$ cat config.mk
export PLATFORM = sky130hd
export DESIGN_NAME = three_phase_current_controller_top
export DESIGN_NICKNAME = d
export VERILOG_FILES = /design/src/hw/rtl/tpcc_pkg.sv /design/src/hw/rtl/three_phase_current_controller_top.sv /design/src/hw/rtl/tpcc_mul.sv
export SDC_FILE = /design/constraint.sdc
export NUM_CORES = 2
export LEC_CHECK = 0
export ABC_AREA = 1
export BUFFER_PORTS_ARGS = -buffer_cell sky130_fd_sc_hd__buf_4
export CAP_MARGIN = 5
export CORE_MARGIN = 4
export CORE_UTILIZATION = 45
export CTS_CLUSTER_DIAMETER = 150
export DETAILED_ROUTE_END_ITERATION = 12
export GPL_TIMING_DRIVEN = 0
export MAX_ROUTING_LAYER = met4
export PLACE_DENSITY = 0.59
export SLEW_MARGIN = 20
export SYNTH_ARGS = -nofsm -noshare
export SYNTH_HDL_FRONTEND = slang
export SYNTH_SLANG_ARGS = --single-unit
$ cat constraint.sdc
create_clock -name i_clk -period 12.83 [get_ports i_clk]
set_clock_uncertainty 0.15 [all_clocks]
set_input_delay 2.566 -clock i_clk [delete_from_list [all_inputs] [get_ports i_clk]]
set_output_delay 2.566 -clock i_clk [all_outputs]
set_load 0.01 [all_outputs]
$ cat src/hw/rtl/tpcc_pkg.sv
// Shared widths, formats and register codes of the current controller
package tpcc_pkg;

    localparam int SIG_W      = 16;     // Q12.4 signal
    localparam int BUS_W      = 15;     // bus voltage, unsigned Q11.4
    localparam int OUT_W      = 15;     // bridge command
    localparam int RATE_W     = 16;     // filter corner and period registers
    localparam int GAIN_W     = 18;     // Q8.10 gain
    localparam int GAIN_FRAC  = 10;
    localparam int COEF_W     = 25;     // filter coefficient, Q1.24 up to 1.0
    localparam int COEF_FRAC  = 24;
    localparam logic [COEF_W-1:0] COEF_ONE = COEF_W'(1) << COEF_FRAC;

    // shared multiplier: signed A times signed B
    localparam int MUL_A_W    = 18;
    localparam int MUL_B_W    = 26;
    localparam int MUL_P_W    = MUL_A_W + MUL_B_W;
    localparam int CHUNK_W    = MUL_A_W - 1;   // digit of a wide filter difference

    localparam int CFG_IDX_W  = 3;
    localparam int CFG_DATA_W = 18;

    localparam int PHASE_COUNT_DEF = 3;
    localparam int STATE_BITS_DEF  = 32;

    typedef enum logic [CFG_IDX_W-1:0] {
        CFG_OFFSET_RATE       = 3'd0,
        CFG_DAMP_RATE         = 3'd1,
        CFG_DAMP_GAIN         = 3'd2,
        CFG_SLOW_RATE         = 3'd3,
        CFG_FEEDFORWARD_GAIN  = 3'd4,
        CFG_PROPORTIONAL_GAIN = 3'd5,
        CFG_SLOW_GAIN         = 3'd6,
        CFG_SAMPLE_PERIOD     = 3'd7
    } t_cfg_idx;

endpackage

$ cat src/hw/rtl/three_phase_current_controller_top.sv
// Three-phase current controller: offset tracking, virtual damper and bridge command
//
// One request on s_axis carries a control tick: enable, bus voltage, then the AC voltages,
// measured currents and current references of every phase. One result on m_axis carries
// the clamped bridge voltage command of every phase. The user must write configuration
// through i_cfg_we / i_cfg_addr / i_cfg_wdata only while no tick is in flight; the block
// itself does not enforce this. A single 18x26 multiplier does all products: operands
// are applied, then the product is registered. Each filter update folds the D digits of
// the filter difference in from the top, D being 2 for 32-bit filter state. The three
// coefficients come first; then per phase the offset filter (only when disabled), the
// damper filter, the damping gain, the error, the slow filter, the three output terms
// and the clamp, and last the result is loaded; s_axis_tready rises in the cycle after.
// s_axis_tready is high only while the block is idle. A finished result waits in the
// output register; if the receiver stalls and a second result is done, the block holds
// it until the first is taken. Reset clears the sequencer and configuration registers,
// the filter states and the output valid.
module three_phase_current_controller_top import tpcc_pkg::*; #(
    parameter int PHASE_COUNT = PHASE_COUNT_DEF,
    parameter int STATE_BITS  = STATE_BITS_DEF
) (
    input  logic                   i_clk,
    input  logic                   i_rst_n,
    input  logic                   s_axis_tvalid,
    output logic                   s_axis_tready,
    // enable, bus_voltage, v_ac[phases], i_meas[phases], i_target[phases]
    input  logic [1+BUS_W+3*SIG_W*PHASE_COUNT-1:0] s_axis_tdata,
    output logic                   m_axis_tvalid,
    input  logic                   m_axis_tready,
    // bridge[phases], zero padded to whole bytes
    output logic [((OUT_W*PHASE_COUNT+7)/8)*8-1:0] m_axis_tdata,
    input  logic                   i_cfg_we,
    input  logic [CFG_IDX_W-1:0]   i_cfg_addr,
    input  logic [CFG_DATA_W-1:0]  i_cfg_wdata
);

    localparam int IN_W      = 1 + BUS_W + 3*SIG_W*PHASE_COUNT;
    localparam int OBUS_W    = ((OUT_W*PHASE_COUNT+7)/8)*8;
    localparam int VAC_LO    = 1 + BUS_W;
    localparam int IM_LO     = VAC_LO + SIG_W*PHASE_COUNT;
    localparam int IT_LO     = IM_LO + SIG_W*PHASE_COUNT;
    localparam int SIG_SHIFT = STATE_BITS - SIG_W;
    localparam int DIFF_W    = STATE_BITS + 1;
    localparam int NCH       = (DIFF_W + CHUNK_W - 1) / CHUNK_W;
    localparam int DPAD_W    = NCH * CHUNK_W;
    localparam int ACC_W     = DIFF_W + COEF_W;
    localparam int CK_W      = (NCH > 1) ? $clog2(NCH) : 1;
    localparam int PH_W      = (PHASE_COUNT > 1) ? $clog2(PHASE_COUNT) : 1;
    localparam logic [CK_W-1:0] CK_TOP  = CK_W'(NCH - 1);
    localparam logic [PH_W-1:0] PH_LAST = PH_W'(PHASE_COUNT - 1);
    localparam logic signed [MUL_P_W-1:0] SIG_MAX = MUL_P_W'((2**(SIG_W-1)) - 1);
    localparam logic signed [MUL_P_W-1:0] SIG_MIN = -MUL_P_W'(2**(SIG_W-1));

    typedef enum logic [9:0] {
        S_IDLE  = 10'b00_0000_0001,
        S_COEF  = 10'b00_0000_0010,
        S_FSET  = 10'b00_0000_0100,
        S_FMUL  = 10'b00_0000_1000,
        S_FUPD  = 10'b00_0001_0000,
        S_DGAIN = 10'b00_0010_0000,
        S_ERR   = 10'b00_0100_0000,
        S_OUTM  = 10'b00_1000_0000,
        S_CLAMP = 10'b01_0000_0000,
        S_DONE  = 10'b10_0000_0000
    } t_state;

    typedef enum logic [1:0] {
        F_OFF  = 2'd0,
        F_DAMP = 2'd1,
        F_SLOW = 2'd2
    } t_filt;

    typedef enum logic [1:0] {
        T_FF = 2'd0,
        T_KP = 2'd1,
        T_KS = 2'd2
    } t_term;

    function automatic logic signed [SIG_W-1:0] sat_sig(input logic signed [MUL_P_W-1:0] v);
        logic signed [SIG_W-1:0] r;
        if (v > SIG_MAX) begin
            r = SIG_MAX[SIG_W-1:0];
        end else if (v < SIG_MIN) begin
            r = SIG_MIN[SIG_W-1:0];
        end else begin
            r = v[SIG_W-1:0];
        end
        return r;
    endfunction

    // configuration
    logic [RATE_W-1:0]        r_offset_rate, r_damp_rate, r_slow_rate, r_sample_period;
    logic signed [GAIN_W-1:0] r_damp_gain, r_ff_gain, r_kp_gain, r_ks_gain;

    // filter states, Q12.F
    logic [STATE_BITS-1:0] r_offset [PHASE_COUNT];
    logic [STATE_BITS-1:0] r_damper [PHASE_COUNT];
    logic [STATE_BITS-1:0] r_errlp  [PHASE_COUNT];

    // sequencer
    t_state           r_state, n_state;
    logic             r_wait, n_wait;
    logic [PH_W-1:0]  r_ph, n_ph;
    logic [CK_W-1:0]  r_ck, n_ck;
    t_filt            r_fsel, n_fsel;
    t_term            r_term, n_term;
    logic             r_ovalid, n_ovalid;

    // datapath
    logic [IN_W-1:0]              r_in;
    logic [COEF_W-1:0]            r_coef [3];
    logic [DPAD_W-1:0]            r_diff;
    logic signed [ACC_W-1:0]      r_acc;
    logic signed [SIG_W-1:0]      r_ivd, r_err;
    logic [OUT_W*PHASE_COUNT-1:0] r_bridge, r_obus;
    logic signed [MUL_P_W-1:0]    r_prod;

    logic                     c_en, c_load;
    logic [BUS_W-2:0]         c_half;
    logic signed [SIG_W-1:0]  c_vac, c_im, c_it, c_ic, c_hp, c_lp, c_t1, c_err_new;
    logic signed [SIG_W-1:0]  c_fx;
    logic [STATE_BITS-1:0]    c_fs, c_fnew;
    logic [COEF_W-1:0]        c_fcoef, c_coef_sat;
    logic [RATE_W-1:0]        c_rate;
    logic signed [DIFF_W-1:0] c_diff;
    logic [CHUNK_W-1:0]       c_chunk;
    logic signed [MUL_A_W-1:0] c_chunk_op, c_mul_a;
    logic signed [MUL_B_W-1:0] c_mul_b;
    logic signed [ACC_W-1:0]  c_v, c_hi_lim, c_lo_lim, c_clamp;

    assign c_en   = r_in[0];
    assign c_half = r_in[BUS_W:2];
    assign c_vac  = $signed(r_in[VAC_LO + r_ph*SIG_W +: SIG_W]);
    assign c_im   = $signed(r_in[IM_LO  + r_ph*SIG_W +: SIG_W]);
    assign c_it   = $signed(r_in[IT_LO  + r_ph*SIG_W +: SIG_W]);
    assign c_lp   = $signed(r_errlp[r_ph][STATE_BITS-1 -: SIG_W]);

    assign c_ic = sat_sig(MUL_P_W'(c_im)
                  - MUL_P_W'($signed(r_offset[r_ph][STATE_BITS-1 -: SIG_W])));
    assign c_hp = sat_sig(MUL_P_W'(c_vac)
                  - MUL_P_W'($signed(r_damper[r_ph][STATE_BITS-1 -: SIG_W])));
    assign c_t1      = sat_sig(MUL_P_W'(c_it) - MUL_P_W'(r_ivd));
    assign c_err_new = sat_sig(MUL_P_W'(c_t1) - MUL_P_W'(c_ic));

    // filter operand selection
    always_comb begin
        case (r_fsel)
            F_OFF: begin
                c_fx    = c_im;
                c_fs    = r_offset[r_ph];
                c_fcoef = r_coef[F_OFF];
                c_rate  = r_offset_rate;
            end
            F_DAMP: begin
                c_fx    = c_vac;
                c_fs    = r_damper[r_ph];
                c_fcoef = r_coef[F_DAMP];
                c_rate  = r_damp_rate;
            end
            default: begin
                c_fx    = r_err;
                c_fs    = r_errlp[r_ph];
                c_fcoef = r_coef[F_SLOW];
                c_rate  = r_slow_rate;
            end
        endcase
    end

    assign c_diff = DIFF_W'($signed({c_fx, SIG_SHIFT'(0)})) - DIFF_W'($signed(c_fs));
    assign c_fnew = c_fs + STATE_BITS'(r_acc >>> COEF_FRAC);
    assign c_coef_sat = (r_prod > $signed(MUL_P_W'(COEF_ONE))) ? COEF_ONE
                                                                : r_prod[COEF_W-1:0];

    // top digit is signed, lower digits are plain magnitudes
    assign c_chunk    = r_diff[r_ck*CHUNK_W +: CHUNK_W];
    assign c_chunk_op = (r_ck == CK_TOP) ? $signed({c_chunk[CHUNK_W-1], c_chunk})
                                         : $signed({1'b0, c_chunk});

    assign c_v      = r_acc >>> GAIN_FRAC;
    assign c_hi_lim = ACC_W'($signed({1'b0, c_half}));
    assign c_lo_lim = -c_hi_lim;
    always_comb begin
        if (c_v > c_hi_lim) begin
            c_clamp = c_hi_lim;
        end else if (c_v < c_lo_lim) begin
            c_clamp = c_lo_lim;
        end else begin
            c_clamp = c_v;
        end
    end

    // multiplier operands follow the sequencer step
    always_comb begin
        c_mul_a = '0;
        c_mul_b = '0;
        case (r_state)
            S_COEF: begin
                c_mul_a = $signed(MUL_A_W'(c_rate));
                c_mul_b = $signed(MUL_B_W'(r_sample_period));
            end
            S_FMUL: begin
                c_mul_a = c_chunk_op;
                c_mul_b = $signed(MUL_B_W'(c_fcoef));
            end
            S_DGAIN: begin
                c_mul_a = r_damp_gain;
                c_mul_b = MUL_B_W'(c_hp);
            end
            S_OUTM: begin
                case (r_term)
                    T_FF: begin
                        c_mul_a = r_ff_gain;
                        c_mul_b = MUL_B_W'(c_vac);
                    end
                    T_KP: begin
                        c_mul_a = r_kp_gain;
                        c_mul_b = MUL_B_W'(r_err);
                    end
                    default: begin
                        c_mul_a = r_ks_gain;
                        c_mul_b = MUL_B_W'(c_lp);
                    end
                endcase
            end
            default: begin
            end
        endcase
    end

    tpcc_mul u_mul (
        .i_clk (i_clk),
        .i_a   (c_mul_a),
        .i_b   (c_mul_b),
        .o_p   (r_prod)
    );

    assign c_load = (r_state == S_DONE) && (!r_ovalid || m_axis_tready);

    // sequencer
    always_comb begin
        n_state  = r_state;
        n_wait   = r_wait;
        n_ph     = r_ph;
        n_ck     = r_ck;
        n_fsel   = r_fsel;
        n_term   = r_term;
        n_ovalid = r_ovalid && !m_axis_tready;
        case (r_state)
            S_IDLE: begin
                if (s_axis_tvalid) begin
                    n_state = S_COEF;
                    n_fsel  = F_OFF;
                    n_wait  = 1'b0;
                end
            end
            S_COEF: begin
                if (!r_wait) begin
                    n_wait = 1'b1;
                end else begin
                    n_wait = 1'b0;
                    case (r_fsel)
                        F_OFF:   n_fsel = F_DAMP;
                        F_DAMP:  n_fsel = F_SLOW;
                        default: begin
                            n_ph    = '0;
                            n_fsel  = c_en ? F_DAMP : F_OFF;
                            n_state = S_FSET;
                        end
                    endcase
                end
            end
            S_FSET: begin
                n_ck    = CK_TOP;
                n_wait  = 1'b0;
                n_state = S_FMUL;
            end
            S_FMUL: begin
                if (!r_wait) begin
                    n_wait = 1'b1;
                end else begin
                    n_wait = 1'b0;
                    if (r_ck == '0) begin
                        n_state = S_FUPD;
                    end else begin
                        n_ck = r_ck - 1'b1;
                    end
                end
            end
            S_FUPD: begin
                case (r_fsel)
                    F_OFF: begin
                        n_fsel  = F_DAMP;
                        n_state = S_FSET;
                    end
                    F_DAMP: begin
                        n_wait  = 1'b0;
                        n_state = S_DGAIN;
                    end
                    default: begin
                        n_wait  = 1'b0;
                        n_term  = T_FF;
                        n_state = S_OUTM;
                    end
                endcase
            end
            S_DGAIN: begin
                if (!r_wait) begin
                    n_wait = 1'b1;
                end else begin
                    n_wait  = 1'b0;
                    n_state = S_ERR;
                end
            end
            S_ERR: begin
                n_fsel  = F_SLOW;
                n_state = S_FSET;
            end
            S_OUTM: begin
                if (!r_wait) begin
                    n_wait = 1'b1;
                end else begin
                    n_wait = 1'b0;
                    case (r_term)
                        T_FF:    n_term = T_KP;
                        T_KP:    n_term = T_KS;
                        default: n_state = S_CLAMP;
                    endcase
                end
            end
            S_CLAMP: begin
                if (r_ph == PH_LAST) begin
                    n_state = S_DONE;
                end else begin
                    n_ph    = r_ph + 1'b1;
                    n_fsel  = c_en ? F_DAMP : F_OFF;
                    n_state = S_FSET;
                end
            end
            S_DONE: begin
                // hold the finished result until the output register frees up
                if (c_load) begin
                    n_ovalid = 1'b1;
                    n_state  = S_IDLE;
                end
            end
            default: begin
                n_state = S_IDLE;
            end
        endcase
    end

    always_ff @(posedge i_clk) begin
        if (!i_rst_n) begin
            r_state  <= S_IDLE;
            r_wait   <= 1'b0;
            r_ph     <= '0;
            r_ck     <= '0;
            r_fsel   <= F_OFF;
            r_term   <= T_FF;
            r_ovalid <= 1'b0;
        end else begin
            r_state  <= n_state;
            r_wait   <= n_wait;
            r_ph     <= n_ph;
            r_ck     <= n_ck;
            r_fsel   <= n_fsel;
            r_term   <= n_term;
            r_ovalid <= n_ovalid;
        end
    end

    // configuration registers and filter states
    always_ff @(posedge i_clk) begin
        if (!i_rst_n) begin
            r_offset_rate   <= '0;
            r_damp_rate     <= '0;
            r_slow_rate     <= '0;
            r_sample_period <= '0;
            r_damp_gain     <= '0;
            r_ff_gain       <= '0;
            r_kp_gain       <= '0;
            r_ks_gain       <= '0;
            for (int p = 0; p < PHASE_COUNT; p++) begin
                r_offset[p] <= '0;
                r_damper[p] <= '0;
                r_errlp[p]  <= '0;
            end
        end else begin
            if (i_cfg_we) begin
                case (t_cfg_idx'(i_cfg_addr))
                    CFG_OFFSET_RATE:       r_offset_rate   <= i_cfg_wdata[RATE_W-1:0];
                    CFG_DAMP_RATE:         r_damp_rate     <= i_cfg_wdata[RATE_W-1:0];
                    CFG_DAMP_GAIN:         r_damp_gain     <= $signed(i_cfg_wdata[GAIN_W-1:0]);
                    CFG_SLOW_RATE:         r_slow_rate     <= i_cfg_wdata[RATE_W-1:0];
                    CFG_FEEDFORWARD_GAIN:  r_ff_gain       <= $signed(i_cfg_wdata[GAIN_W-1:0]);
                    CFG_PROPORTIONAL_GAIN: r_kp_gain       <= $signed(i_cfg_wdata[GAIN_W-1:0]);
                    CFG_SLOW_GAIN:         r_ks_gain       <= $signed(i_cfg_wdata[GAIN_W-1:0]);
                    CFG_SAMPLE_PERIOD:     r_sample_period <= i_cfg_wdata[RATE_W-1:0];
                    default: begin
                    end
                endcase
            end
            if (r_state == S_FUPD) begin
                case (r_fsel)
                    F_OFF:   r_offset[r_ph] <= c_fnew;
                    F_DAMP:  r_damper[r_ph] <= c_fnew;
                    default: r_errlp[r_ph]  <= c_fnew;
                endcase
            end
        end
    end

    // datapath registers
    always_ff @(posedge i_clk) begin
        if (s_axis_tvalid && s_axis_tready) begin
            r_in <= s_axis_tdata;
        end
        case (r_state)
            S_COEF: begin
                if (r_wait) begin
                    r_coef[r_fsel] <= c_coef_sat;
                end
            end
            S_FSET: begin
                r_diff <= DPAD_W'(c_diff);
            end
            S_FMUL: begin
                // fold digits in from the top: acc = acc * 2^CHUNK_W + digit * coef
                if (r_wait) begin
                    r_acc <= (r_ck == CK_TOP) ? ACC_W'(r_prod)
                                              : (r_acc <<< CHUNK_W) + ACC_W'(r_prod);
                end
            end
            S_DGAIN: begin
                if (r_wait) begin
                    r_ivd <= sat_sig(r_prod >>> GAIN_FRAC);
                end
            end
            S_ERR: begin
                r_err <= c_err_new;
            end
            S_OUTM: begin
                if (r_wait) begin
                    r_acc <= (r_term == T_FF) ? ACC_W'(r_prod) : r_acc + ACC_W'(r_prod);
                end
            end
            S_CLAMP: begin
                r_bridge[r_ph*OUT_W +: OUT_W] <= c_clamp[OUT_W-1:0];
            end
            default: begin
            end
        endcase
        if (c_load) begin
            r_obus <= r_bridge;
        end
    end

    assign s_axis_tready = (r_state == S_IDLE);
    assign m_axis_tvalid = r_ovalid;
    assign m_axis_tdata  = OBUS_W'(r_obus);

endmodule

$ cat src/hw/rtl/tpcc_mul.sv
// Shared signed multiplier with a registered product
module tpcc_mul import tpcc_pkg::*; (
    input  logic                      i_clk,
    input  logic signed [MUL_A_W-1:0] i_a,
    input  logic signed [MUL_B_W-1:0] i_b,
    output logic signed [MUL_P_W-1:0] o_p
);

    logic signed [MUL_P_W-1:0] r_p;

    always_ff @(posedge i_clk) begin
        r_p <= MUL_P_W'(i_a) * MUL_P_W'(i_b);
    end

    assign o_p = r_p;

endmodule

==> summary.txt <==
Status
  • Run status: completed

Routing
  • Top sig layer: met4
  • Routed wire per std cell: 27.0 um
  • Vias after detailed routing: 67300
  • # DRC: 0
  • Drt first-iter violations: 7494
  • Routed wire length: 319000 um
  • Met2 wire len: 142000 um
  • Met3 Wirelength: 27600 um
  • DRT antenna net count: 0
  • Vias per cell: 5.70
  • First-pass DRT Iterations: 6
  • Met1 wire length: 134000 um

Synth
  • Post-Synth XOR/XNOR Area: 2.04%
  • Mux cell area share after synthesis: 0.0149%
  • Post-Synth Adder-Cell Area: 18.8%
  • Post-synthesis sequential area ratio: 38.2%
  • Avg Cell Area, Syn: 8.31 um2
  • FFs w/ async S/R, synth: 0%
  • Yosys warnings: 0
  • Cell variety after synth: 78
  • Synth Area in Compound Gates: 10.7%
  • EDFF count, synth: 831
  • Simple-gate share of the synthesized area: 21.5%
  • Predominant post-synthesis flop cell: edfxtp_1
  • Synthesized area: 0.0758 mm2
  • Post-Synthesis Cells: 9119
  • Largest family of logic cells by synthesized area: simple AND/OR/NAND/NOR gates
  • FF+latch count, synth: 1032

Timing
  • Least-Margin Pin Slew: 1310 ps
  • Final cycle utilization of the critical path: 93.4%
  • Slew Limit Fails: 0
  • Fmax: 0.0835 GHz
  • Slew margin rel.: 12.8%
  • RSZ-0062 raised after global routing: false
  • Minimum clock period: 11980 ps
  • Fin. Hold Viols: 0
  • Setup ws final: 853 ps
  • Hold slack final: 265 ps
  • Final-report setup violation count: 0
  • Final TNS setup: 0 ps

GRT
  • GRT Overall Usage: 37.1%
  • First-pass GRT wire length: 455000 um
  • Largest net degree at the start of global routing: 33
  • Initial antenna violation count: 21
  • Vias in the first global route: 64900
  • Grt ovf: 0

Setup path
  • Critical Path Sink Type: register
  • Most used cell, CP: fa_1
  • Type of the worst setup path: reg -> reg
  • Worst endpoint required time: 13350 ps
  • Critical path fanouts, max: 10
  • CP max stage delay: 950 ps
  • Crit path launch type: register
  • Crit path arrival time: 12500 ps
  • Crit-path slowest cell: fa_1

Die
  • Die area: 0.175 mm2
  • Die H: 418 um
  • Chip Width: 418 um
  • Std-Cell Rows: 150
  • Top Ports: 236
  • Placeable core region: 0.167 mm2
  • Initial Utilization: 45.3%

Cells and area
  • Ratio of cells with drive above 1 in the final layout: 8.51%
  • Most frequent cells in the layout: nand2_1 (1941), nor2_1 (1342), inv_1 (1287)
  • Layout fillers: 16300
  • NumNets Final: 10500
  • Commonest non-fill, non-tap cell in the layout: nand2_1
  • Final core utilization: 50.8%
  • Synth-to-layout area growth: 12.1%
  • Final Non-Filler Cells: 11800
  • Design area: 0.0849 mm2

Clocking
  • Clk pin slew, worst setup/hold paths: 60 ps
  • Hold buffer count at cts: 0
  • TritonCTS Buffers: 115
  • Clock buffer depth: 3
  • Root buffer cell: clkbuf_16
  • CTS tree: built
  • Clock Sinks: 1032
  • Post-CTS Setup Repair Bufs: 0
  • Clk Latency, worst-skew pair: 800 ps
  • Max H-tree Level: 3
  • Post-CTS resize count: 0

Placed design
  • Number of I/O port buffers: 214
  • Gpl congestion: 1.04
  • Post-DP Area: 0.0812 mm2
  • # placed instances: 11600
  • Pre-CTS setup slack: 1250 ps
  • Dpl hpwl: 260000 um

Power and ir drop
  • Overall Power: 12.7 mW
  • Maximum vdd drop: 286 uV
  • Leakage: 38.2 nW
  • Pwr dens: 150 mW/mm2

Worst hold path
  • Hold WC Path Type: reg -> reg

Flow run
  • Max cap viols: 0
synth_stat cells (25+ instances only):
cell	n	area share (%)
a31oi_1	65	0.54
edfxtp_1	831	33
nor4_1	25	0.21
inv_1	1287	6.4
fa_1	464	12
or2_2	41	0.34
nand2_1	1950	9.7
o21bai_1	25	0.25
ha_1	396	6.5
dfxtp_1	201	5.3
o211ai_1	64	0.63
nand4_1	62	0.51
xor2_1	128	1.5
o22ai_1	42	0.35
buf_2	147	0.97
inv_2	31	0.15
xnor2_1	45	0.52
clkbuf_1	126	0.62
o21ai_0	537	3.5
a21oi_1	490	3.2
nand3_1	374	2.5
a32o_1	45	0.59
nor3_1	76	0.50
nor2_1	1350	6.7
a21o_1	28	0.28
cells by family (layout without fill, tap and decap cells):
| family | after synthesis | count (layout) |
|---|---|---|
| AND/OR/NAND/NOR | 3976 | 3976 |
| buffers and inverters | 1665 | 2139 |
| AO/OA/AOI/OAI | 1409 | 1409 |
| flip-flops | 1032 | 1032 |
| adder cells (fa/ha/maj) | 860 | 860 |
| XOR/XNOR | 175 | 175 |
| other | 1 | 14 |
| multiplexers | 1 | 1 |
power breakdown:
part / switching (mW) / total (mW) / internal (mW)
registers: 0.101 / 4.13 / 4.03
logic: 3.73 / 5.32 / 1.59
clock network: 1.44 / 3.25 / 1.80
total: 5.27 / 12.7 / 7.43
critical path, delay by kind of cell, from the launching register on:
| family | cells | cell delay, ps |
|---|---|---|
| adder cells (fa/ha/maj) | 9 | 4490 |
| buffers and inverters | 12 | 2450 |
| AND/OR/NAND/NOR | 11 | 2340 |
| AO/OA/AOI/OAI | 4 | 1550 |
| flip-flops | 1 | 510 |
| XOR/XNOR | 2 | 320 |
final timing paths:
kind         depth (start not counted)            end  slack, ps         from
min                                  0      r_obus[2]        270  r_bridge[2]
min reg2reg                          0      r_obus[2]        270  r_bridge[2]
max reg2reg                         38  u_mul.o_p[41]        850     register
max                                 38  u_mul.o_p[41]        850     register
state kept, by name, summed over array words and instances, names as in the netlist, 16 cells and up, named ones only:
| signal | flops |
|---|---|
| r_acc | 58 |
| r_bridge | 45 |
| r_coef | 75 |
| r_damp_gain | 18 |
| r_damp_rate | 16 |
| r_damper | 128 |
| r_diff | 33 |
| r_err | 16 |
| r_errlp | 128 |
| r_ff_gain | 18 |
| r_in | 159 |
| r_ivd | 16 |
| r_kp_gain | 18 |
| r_ks_gain | 18 |
| r_obus | 45 |
| r_offset | 128 |
| r_offset_rate | 16 |
| r_sample_period | 16 |
| r_slow_rate | 16 |
| u_mul.o_p | 44 |
area by class of cell:
| class | instances | area (um2) | share of cell area (%) |
|---|---|---|---|
| Multi-Input combinational cell | 6424 | 40400 | 47.6 |
| Sequential cell | 1032 | 29000 | 34.1 |
| Inverter | 1332 | 5010 | 5.90 |
| Clock buffer | 157 | 3220 | 3.80 |
| Tap cell | 2204 | 2760 | 3.25 |
| Timing Repair Buffer | 264 | 2420 | 2.85 |
| Buffer | 333 | 1600 | 1.89 |
| Clock inverter | 53 | 455 | 0.536 |
| Antenna cell | 11 | 27.5 | 0.0324 |
routing by layer:
layer | global-route usage, % | vias to the layer above
met5 | - | -
li1 | - | 30500
met4 | 15.4 | 0
met2 | 55.7 | 3141
met3 | 6.77 | 599
met1 | 49.7 | 33100
Power figures use the tool's default switching activity.
